<file path="config.mk">
export PLATFORM = sky130hd
export DESIGN_NAME = vlrk4_mul
export DESIGN_NICKNAME = d
export VERILOG_FILES = /design/src/rtl/core/vlrk4_pkg.sv /design/src/rtl/core/vlrk4_mul.sv
export SDC_FILE = /design/constraint.sdc
export NUM_CORES = 2
export LEC_CHECK = 0
export BUFFER_PORTS_ARGS = -buffer_cell sky130_fd_sc_hd__buf_4
export CORE_MARGIN = 2
export CORE_UTILIZATION = 40
export DETAILED_ROUTE_END_ITERATION = 8
export GPL_ROUTABILITY_DRIVEN = 0
export HOLD_SLACK_MARGIN = 0.03
export MAX_ROUTING_LAYER = met4
export PLACE_DENSITY = 0.53
export SKIP_LAST_GASP = 1
export SYNTH_ARGS = -nofsm -noshare
export SYNTH_HDL_FRONTEND = slang
export SYNTH_SLANG_ARGS = --single-unit
</file>
<file path="constraint.sdc">
create_clock -name clk -period 12 [get_ports clk]
set_input_delay 2.4 -clock clk [delete_from_list [all_inputs] [get_ports clk]]
set_output_delay 2.4 -clock clk [all_outputs]
set_load 0.02 [all_outputs]
</file>
<file path="src/rtl/core/vlrk4_pkg.sv">
// ----------------------------------------------------------------------------
// vlrk4_pkg
// Shared constants, types and saturation helpers for the RK4 vehicle core.
// ----------------------------------------------------------------------------
package vlrk4_pkg;

    localparam int FRAC_BITS = 16;
    localparam int ADDR_W    = 5;

    // product of two 33-bit signed operands
    localparam int PROD_W    = 66;

    // divide-by-three unit: four quotient bits per cycle
    localparam int DIV_W     = 64 - FRAC_BITS;
    localparam int DIV_STEPS = (DIV_W + 3) / 4;
    localparam int DIV_PAD   = DIV_STEPS * 4;
    localparam int DIV_CW    = $clog2(DIV_STEPS + 1);

    localparam logic signed [PROD_W-1:0] S32_MAX_W = 66'sd2147483647;
    localparam logic signed [PROD_W-1:0] S32_MIN_W = -66'sd2147483648;
    localparam logic signed [PROD_W-1:0] S48_MAX_W = 66'sd140737488355327;
    localparam logic signed [PROD_W-1:0] S48_MIN_W = -66'sd140737488355328;
    localparam logic signed [PROD_W-1:0] HALF_Q    = 66'sd1 <<< (FRAC_BITS - 1);
    localparam logic signed [PROD_W-1:0] FIVE_Q    = 66'sd5 <<< FRAC_BITS;
    localparam logic signed [PROD_W-1:0] THIRD_RND = 66'sd3 <<< (FRAC_BITS - 1);

    localparam logic [2:0] REG_STEP   = 3'd0;
    localparam logic [2:0] REG_CDEC   = 3'd1;
    localparam logic [2:0] REG_DRAG   = 3'd2;
    localparam logic [2:0] REG_ARES   = 3'd3;
    localparam logic [2:0] REG_THR    = 3'd4;
    localparam logic [2:0] REG_SPD    = 3'd5;
    localparam logic [2:0] REG_SPDSQ  = 3'd6;
    localparam logic [2:0] REG_BRAKE  = 3'd7;

    localparam logic [1:0] MODE_IDLE  = 2'd0;
    localparam logic [1:0] MODE_DRIVE = 2'd1;
    localparam logic [1:0] MODE_BRAKE = 2'd2;
    localparam logic [1:0] MODE_CLEAR = 2'd3;

    typedef enum logic [4:0] {
        S_IDLE, S_INIT,
        S_D0, S_D1, S_D2, S_D3, S_D4, S_D5, S_D6, S_D7, S_D8, S_D9, S_DN,
        S_W0, S_W1, S_W2, S_W3, S_W4, S_W5,
        S_FIN, S_DONE
    } state_t;

    function automatic logic signed [31:0] sat32(input logic signed [PROD_W-1:0] x);
        if (x > S32_MAX_W)
            return S32_MAX_W[31:0];
        else if (x < S32_MIN_W)
            return S32_MIN_W[31:0];
        else
            return x[31:0];
    endfunction

    function automatic logic signed [47:0] sat48(input logic signed [PROD_W-1:0] x);
        if (x > S48_MAX_W)
            return S48_MAX_W[47:0];
        else if (x < S48_MIN_W)
            return S48_MIN_W[47:0];
        else
            return x[47:0];
    endfunction

endpackage

</file>
<file path="src/rtl/core/vlrk4_mul.sv">
// ----------------------------------------------------------------------------
// vlrk4_mul
// Shared signed multiplier with registered product and rounded, saturated
// fixed-point result.
// ----------------------------------------------------------------------------
module vlrk4_mul (
    input  logic                                 clk,
    input  logic signed [32:0]                   a,
    input  logic signed [32:0]                   b,
    output logic signed [vlrk4_pkg::PROD_W-1:0]  prod,
    output logic signed [31:0]                   qm
);
    import vlrk4_pkg::*;

    logic signed [PROD_W-1:0] prod_reg;
    logic signed [PROD_W-1:0] rnd;

    always_ff @(posedge clk)
    begin
        prod_reg <= PROD_W'(a) * PROD_W'(b);
    end

    assign rnd  = (prod_reg + HALF_Q) >>> FRAC_BITS;
    assign qm   = sat32(rnd);
    assign prod = prod_reg;

endmodule

</file>
==> results.md <==
* Crit path launch type: input port
* Max reg flops at 66
* Netlist cell types at 80
* Cells after Synth at 4554
* Vias per inst at approximately 5.0
* Async S/R FF share, synth at 0%
* Clock sink total at 66
* Final WL at 119 mm
* Crit end category: flop
* # Post-CTS Setup Buffers at 0
* Syn Nets at roughly 6000
* Syn avg cell area at approximately 9.2 um2
* DRC Markers at 0
* Die X at approximately 330 um
* Fillers at about 11000
* Setup violations, final at 0
* TNS Setup at 0 ns
* Initial Util at 40.4%
* Actual slew at the worst max-slew pin at 1.18 ns
* Area grow syn2layout at 5.74%
* Most frequent cells in the layout: 1174 x inv_1, 1145 x fa_1, 581 x nand2_1
* IO Pins at between 150 and 200
* Largest net degree at the start of global routing at 34
* Yosys Warn Count at 0
* Core region area at 0.104 mm2
* Die area at 0.107 mm2
* Drt wl/cell at 20.3 um
* Synth Area in Adders at 61.2%
* Largest family of logic cells by synthesized area: adder cells
* Post-synthesis compound-gate area fraction at 4.11%
* Clock Tree Buf Depth at 2
* Antenna Nets Post-Route at 0
* TritonCTS clock tree: done
* Final hold violations at 0
* Area of the mapped netlist at roughly 0.042 mm2
* CP Max Fanout at 33
* Seq/Total Area, Yosys at 3.15%
* Clock-pin slew on the worst setup and hold paths at 0.06 ns
* Outcome: finished clean
* RSZ-0062 raised after global routing: no
* WP data required at 12.27 ns
* Yosys reg bits at 66
* Inserted Clock Buffers at 9
* Final HPWL DP at slightly below 100 mm
* Max-cap violations at 0
* XOR/XNOR Fraction of Synth Area at 2.28%
* GR Overflow Total at 0
* Vias at 29400
* Rel. slew slack at 21.0%
* Global Route Usage Sum at 24.3%
* Mux cell area share after synthesis at less than 1%
* Pre-Repair DR Iteration Count at 6
* Hold/Removal Path Class: input port to flop
* H-tree depth at 3
* WS Path Type: input port to flop
* Share of cells above drive strength 1 at ~5.2%
* First-pass GRT wire length at 195 mm
* Chip height at between 300 and 400 um
* Rows at around 120
* Beginning of the worst hold path: b[0]
* Tmin final at 10.31 ns
* Post-cts resize count at 0
* Hold_buf cts at 0
* CP Launch Point: a[16]
* Peak Freq at about 0.097 GHz
* Vias in the first global route at 33700
* Number of flops mapped to enable cells by yosys at 0
* Slew Viols, Final at 0
* Port buffer count at 164
* DRC violation total after the first TritonRoute iteration at ~1400
* WP data arrival at between 10 and 15 ns
* Commonest non-fill, non-tap cell in the layout: inv_1
* Hold slack at between 2 and 3 ns
* Root Buffer: clkbuf_16
* Post-Synth Simple-Gate Area at 16.4%
* Initial antenna violation count at 1
* Fin nets at 5938
* Period utilization at 85.9%
* Synth Flop Type: dfxtp_1
==> synth_stat cells, types with 9 or more instances <==
cell         n  area, um2
a21o_1      28        210
nand3_1     33        165
a31oi_1     10       62.6
o21bai_1    10       75.1
nor2_1      86        323
nand4_1     24        150
clkbuf_1   220        826
xor2_1      47        412
nor3_1      17       85.1
nand2b_1    17        106
o21ai_0     39        195
nand2_1    581       2180
a21oi_1     66        330
a21oi_2      9       78.8
o41a_1       9        101
o21ai_2     18        158
inv_1     1174       4410
fa_1      1145      22900
xnor2_1     62        543
dfxtp_1     66       1320
and3_1      13       81.3
ha_1       218       2730
and2_1     548       3430
==> worst paths after layout <==
path	slack, ns	end	cells past startpoint
worst min-delay path	2.54	prod[0]	2
worst max-delay path	1.69	prod[64]	26
==> cell families after synthesis <==
| group | Yosys count |
|---|---|
| simple gates | 1358 |
| fa+ha+maj | 1363 |
| buf+inv | 1402 |
| flops | 66 |
| compound gates | 251 |
| mux | 5 |
| xor+xnor | 109 |
==> cell type report <==
class	count	area, um2	share of cell area, %
multi-input cells	3086	35300	79.6
clock buffers	9	225	0.508
inverters	1175	4410	9.95
flip-flops and latches	66	1320	2.98
clock inverters	7	76.3	0.172
well taps	1380	1730	3.90
diodes	1	2.50	0.00565
repair buffers	170	1280	2.88
==> per-layer routing <==
layer / track usage [%] / up-vias / share of wire (%)
li1: - / 13000 / -
met5: - / - / 0
met4: 6.99 / 0 / 3.5
met3: 1.33 / 183 / 2.4
met1: 28.4 / 15700 / 40
met2: 45.1 / 571 / 54
==> worst max-delay path: stages <==
cell and delay, ns:
buf_4 0.40, nand2_1 0.15, fa_1 0.55, fa_1 0.54, fa_1 0.55, inv_1 0.05
fa_1 0.50, inv_1 0.06, fa_1 0.53, inv_1 0.08, fa_1 0.45, fa_1 0.50
inv_1 0.05, fa_1 0.54, inv_1 0.06, ha_1 0.39, a21oi_1 0.36, nand2_1 0.14
a211o_1 0.31, or4b_1 0.47, a41oi_1 0.33, o21ai_1 0.25, a41oi_2 0.34, o21ai_1 0.19
a31oi_1 0.22, xnor2_1 0.15
==> metrics by stage <==
step | utilization, % | instance area (um2) | worst slack (ns) | instances
floorplan | - | 41900 | 2.54 | 4554
global placement | 42.5 | 44000 | 1.36 | 5877
detailed placement | 42.5 | 44000 | 1.36 | 5877
CTS | 42.8 | 44300 | 1.71 | 5893
global route | 42.8 | 44300 | 1.26 | 5893
finish | 42.8 | 44300 | 1.69 | 5894
Power is left out: the tool's default activity adds up to more than one toggle a clock period on the data nets, which glitch-free logic cannot reach.
