<file path="config.mk">
export PLATFORM = sky130hd
export DESIGN_NAME = vlrk4_div3
export DESIGN_NICKNAME = d
export VERILOG_FILES = /design/src/rtl/core/vlrk4_pkg.sv /design/src/rtl/core/vlrk4_div3.sv
export SDC_FILE = /design/constraint.sdc
export NUM_CORES = 1
export LEC_CHECK = 0
export BUFFER_PORTS_ARGS = -buffer_cell sky130_fd_sc_hd__buf_2
export CORE_MARGIN = 2
export CORE_UTILIZATION = 37
export CTS_CLUSTER_DIAMETER = 60
export DETAILED_ROUTE_END_ITERATION = 6
export GPL_ROUTABILITY_DRIVEN = 0
export SYNTH_ARGS = -nofsm -noshare
export SYNTH_HDL_FRONTEND = slang
export SYNTH_SLANG_ARGS = --single-unit
</file>
<file path="constraint.sdc">
create_clock -name clk -period 3.9 [get_ports clk]
set_input_delay 0.585 -clock clk [delete_from_list [all_inputs] [get_ports clk]]
set_output_delay 0.585 -clock clk [all_outputs]
set_load 0.05 [all_outputs]
</file>
<file path="src/rtl/core/vlrk4_pkg.sv">
// ----------------------------------------------------------------------------
// vlrk4_pkg
// Shared constants, types and saturation helpers for the RK4 vehicle core.
// ----------------------------------------------------------------------------
package vlrk4_pkg;

    localparam int FRAC_BITS = 16;
    localparam int ADDR_W    = 5;

    // product of two 33-bit signed operands
    localparam int PROD_W    = 66;

    // divide-by-three unit: four quotient bits per cycle
    localparam int DIV_W     = 64 - FRAC_BITS;
    localparam int DIV_STEPS = (DIV_W + 3) / 4;
    localparam int DIV_PAD   = DIV_STEPS * 4;
    localparam int DIV_CW    = $clog2(DIV_STEPS + 1);

    localparam logic signed [PROD_W-1:0] S32_MAX_W = 66'sd2147483647;
    localparam logic signed [PROD_W-1:0] S32_MIN_W = -66'sd2147483648;
    localparam logic signed [PROD_W-1:0] S48_MAX_W = 66'sd140737488355327;
    localparam logic signed [PROD_W-1:0] S48_MIN_W = -66'sd140737488355328;
    localparam logic signed [PROD_W-1:0] HALF_Q    = 66'sd1 <<< (FRAC_BITS - 1);
    localparam logic signed [PROD_W-1:0] FIVE_Q    = 66'sd5 <<< FRAC_BITS;
    localparam logic signed [PROD_W-1:0] THIRD_RND = 66'sd3 <<< (FRAC_BITS - 1);

    localparam logic [2:0] REG_STEP   = 3'd0;
    localparam logic [2:0] REG_CDEC   = 3'd1;
    localparam logic [2:0] REG_DRAG   = 3'd2;
    localparam logic [2:0] REG_ARES   = 3'd3;
    localparam logic [2:0] REG_THR    = 3'd4;
    localparam logic [2:0] REG_SPD    = 3'd5;
    localparam logic [2:0] REG_SPDSQ  = 3'd6;
    localparam logic [2:0] REG_BRAKE  = 3'd7;

    localparam logic [1:0] MODE_IDLE  = 2'd0;
    localparam logic [1:0] MODE_DRIVE = 2'd1;
    localparam logic [1:0] MODE_BRAKE = 2'd2;
    localparam logic [1:0] MODE_CLEAR = 2'd3;

    typedef enum logic [4:0] {
        S_IDLE, S_INIT,
        S_D0, S_D1, S_D2, S_D3, S_D4, S_D5, S_D6, S_D7, S_D8, S_D9, S_DN,
        S_W0, S_W1, S_W2, S_W3, S_W4, S_W5,
        S_FIN, S_DONE
    } state_t;

    function automatic logic signed [31:0] sat32(input logic signed [PROD_W-1:0] x);
        if (x > S32_MAX_W)
            return S32_MAX_W[31:0];
        else if (x < S32_MIN_W)
            return S32_MIN_W[31:0];
        else
            return x[31:0];
    endfunction

    function automatic logic signed [47:0] sat48(input logic signed [PROD_W-1:0] x);
        if (x > S48_MAX_W)
            return S48_MAX_W[47:0];
        else if (x < S48_MIN_W)
            return S48_MIN_W[47:0];
        else
            return x[47:0];
    endfunction

endpackage

</file>
<file path="src/rtl/core/vlrk4_div3.sv">
// ----------------------------------------------------------------------------
// vlrk4_div3
// Iterative unsigned divide by three, four quotient bits per cycle.
// ----------------------------------------------------------------------------
module vlrk4_div3 (
    input  logic                          clk,
    input  logic                          rst_n,
    input  logic                          start,
    input  logic [vlrk4_pkg::DIV_PAD-1:0] dividend,
    output logic [vlrk4_pkg::DIV_PAD-1:0] quotient,
    output logic                          done
);
    import vlrk4_pkg::*;

    logic [DIV_PAD-1:0] y_reg, q_reg, y_w, q_w;
    logic [1:0]         r_reg, r_w;
    logic [2:0]         t_w;
    logic [DIV_CW-1:0]  cnt_reg;
    logic               busy_reg, done_reg;

    always_comb
    begin
        r_w = r_reg;
        y_w = y_reg;
        q_w = q_reg;
        t_w = '0;
        for (int k = 0; k < 4; k++)
        begin
            t_w = {r_w, y_w[DIV_PAD-1]};
            y_w = y_w << 1;
            if (t_w >= 3'd3)
            begin
                r_w = 2'(t_w - 3'd3);
                q_w = {q_w[DIV_PAD-2:0], 1'b1};
            end
            else
            begin
                r_w = t_w[1:0];
                q_w = {q_w[DIV_PAD-2:0], 1'b0};
            end
        end
    end

    always_ff @(posedge clk or negedge rst_n)
    begin
        if (!rst_n)
        begin
            busy_reg <= 1'b0;
            done_reg <= 1'b0;
            cnt_reg  <= '0;
        end
        else
        begin
            done_reg <= 1'b0;
            if (start)
            begin
                busy_reg <= 1'b1;
                cnt_reg  <= DIV_CW'(DIV_STEPS);
            end
            else if (busy_reg)
            begin
                cnt_reg <= cnt_reg - 1'b1;
                if (cnt_reg == DIV_CW'(1))
                begin
                    busy_reg <= 1'b0;
                    done_reg <= 1'b1;
                end
            end
        end
    end

    always_ff @(posedge clk)
    begin
        if (start)
        begin
            y_reg <= dividend;
            q_reg <= '0;
            r_reg <= '0;
        end
        else if (busy_reg)
        begin
            y_reg <= y_w;
            q_reg <= q_w;
            r_reg <= r_w;
        end
    end

    assign quotient = q_reg;
    assign done     = done_reg;

endmodule

</file>
==> flow_summary.ini <==
[cells_and_area]
drive_above_1_share = 0.310
mostFrequentLayoutCell = buf_2
final_cell_mix = buf_2 (98), nor2_1 (55), dfxtp_1 (50)
syn2layout_area_growth_pct = 14.9
final_core_util = 0.430
antenna_cells = 0
finalNetCount = 494
n_fill_cell = 1231
finalNonFillerCells = 614

[floorplan]
dieHeight_um = 117
initial_core_util = 0.375
fp.coreArea_um2 = 12500
io_pins = 100
die_w_um = 117
rows = 41
fp.dieArea_um2 = 13600

[drt]
viasPerCell = 4.64
wl_per_cell_um = 14.0
first_pass_iters = 4
wl_mm = 8.61
drtAntennaViolNets = 0
drcViolationCount = 0
drtIter0Drc = 112
vias = 2849

[yosys]
post_synth.cell_area_avg_um2 = 12.2
synth_area_um2 = 4690
yosysSeqAreaShare = 0.553
synth_async_sr_flop_share = 0.0577
synth.distinct_cells = 46
ys_warn_count = 0
synth_ff_type = dfxtp_1
synth.net_count = 442
synth-edff-count = 48
synthCells = 385
synth_seq_cells = 104

[placement]
pre_cts_ws_ns = -0.0727
post-place-cells = 598
dp_hpwl_mm = 5.75
io_buffers = 99

[grt]
grt_pass1_vias = 2797
grt_pass1_wl_mm = 13.8
grt_overflow = 0
grt_antenna_before_repair = 0
grtUsageTotal = 0.133
grt_max_degree = 74

[setup_path]
critPathCapture = r_reg[0]
timing.rr.start = y_reg[47]
r2r_slack_ns = 0.20
r2r-end = r_reg[0]
crit_start = y_reg[47]
crit_type = reg2reg
reg2reg_depth = 16
end_kind = flip-flop
cp.required_ns = 4.19
crit_fanout = 7
start_kind = flip-flop
crit_arrival_ns = 4.00

[timing]
slew_viol_final = 0
fin_crit_sh = 0.949
layout_setup_ws_ns = 0.199
fin_setup_tns_ns = 0
tightest_slew_ns = 0.876
rsz0062_at_grt = yes
min_period_ns = 3.70
finClkSkew_ns = 0.00736
fmax_mhz = 270
relSlewSlack = 0.416
setup_viol = 0
hold_violations = 0

[status]
status = completed

[pwr]
p_leak_nw = 2.54
ir_worst_vdd_mv = 0.219
power.density_nw_per_um2 = 549

[clocking]
cts_buffers = 9
clkLatencyLatePin_ns = 0.35
cts_setup_buffers = 0
cts_hold_buf = 0
clock_sink_count = 104
h-tree-depth = 3
cts_tree = yes
cts_root_buffer = clkbuf_16
cts_max_path_buffers = 2
clkTransAtPathRegs_ns = 0.07

[job]
maxCapViolations = 0

[min_path]
hold_path.class = in2async
cells by family (layout without fill, tap and decap cells):
family / Yosys count / in the layout / share of synthesized area
buffers and inverters: 71 / 128 / 0.0923
DFF: 104 / 104 / 0.553
muxes: 90 / 90 / 0.204
AOI/OAI and AO/OA: 26 / 26 / 0.0451
xor gates and xnor gates: 2 / 2 / 0.00374
and+or+nand+nor: 86 / 86 / 0.0862
adders and majority gates: 6 / 6 / 0.0160
through the flow:
stage / power [mW] / cell area [um2] / hold slack (ns)
2_1_floorplan: 1.91 / 4690 / 0.289
3_3_place_gp: 2.00 / 5040 / 0.415
3_5_place_dp: 2.04 / 5040 / 0.419
4_1_cts: 2.96 / 5350 / 0.0341
5_1_grt: 3.12 / 5390 / 0.0434
6_report: 2.96 / 5390 / 0.0479
worst min path at each step:
stage | to | slack, ns
finish | done | 0.05
global route | done | 0.04
CTS | cnt_reg[2] | 0.03
detailed placement | done | 0.42
global placement | done | 0.42
floorplan | busy_reg | 0.29
metal layers:
| layer | global-route usage | up-vias | part of all wire |
|---|---|---|---|
| met4 | 0.0824 | 0 | 0.030 |
| met3 | 0.0280 | 15 | 0.041 |
| met1 | 0.173 | 1350 | 0.45 |
| met2 | 0.203 | 68 | 0.48 |
| li1 | - | 1416 | - |
| met5 | 0 | - | 0 |
area by class of cell:
type / count / area [um2] / area share
Timing Repair Buffer: 104 / 536 / 0.0994
Tap cell: 172 / 215 / 0.0400
Multi-Input combinational cell: 210 / 1710 / 0.318
Clock inverter: 7 / 72.6 / 0.0135
Sequential cell: 104 / 2590 / 0.482
Inverter: 8 / 30.0 / 0.00557
Clock buffer: 9 / 225 / 0.0418
synthesized netlist by cell type (3+ instances only):
| cell type | count | area share |
|---|---|---|
| a211oi_1 | 3 | 0.0048 |
| a21oi_1 | 8 | 0.0085 |
| and2_1 | 4 | 0.0053 |
| buf_1 | 13 | 0.010 |
| buf_4 | 44 | 0.070 |
| clkbuf_1 | 5 | 0.0040 |
| dfrtp_1 | 6 | 0.032 |
| dfxtp_1 | 50 | 0.21 |
| edfxtp_1 | 48 | 0.31 |
| ha_1 | 6 | 0.016 |
| inv_1 | 6 | 0.0048 |
| mux2_1 | 44 | 0.11 |
| mux2i_1 | 46 | 0.098 |
| nand2_1 | 4 | 0.0032 |
| nor2_1 | 56 | 0.045 |
| nor3_1 | 4 | 0.0043 |
report_power, final:
part	total, mW	internal [mW]	switching, mW
Combinational	0.727	0.301	0.426
Sequential	1.33	1.25	0.0797
Clock	0.897	0.496	0.400
Total	2.96	2.05	0.906
critical path: stages (launching register included):
cell and delay (ns):
edfxtp_1 0.40, ha_2 0.23, or3_4 0.36, a21oi_4 0.16, ha_4 0.18, and4bb_1 0.22, a21oi_1 0.15, o221ai_2 0.12
ha_1 0.22, nor2_2 0.15, a32oi_4 0.10, nor2_1 0.21, a21oi_2 0.08, ha_4 0.19, or4_1 0.55, nand3_1 0.15
o221a_1 0.19
timing repair:
action                                  in CTS  in global routing
endpoints found under the setup margin       2                  2
resized for setup                            4                  6
pin swaps                                    0                  1
endpoints found under the hold margin        0                  0
Power figures use the tool's default switching activity.
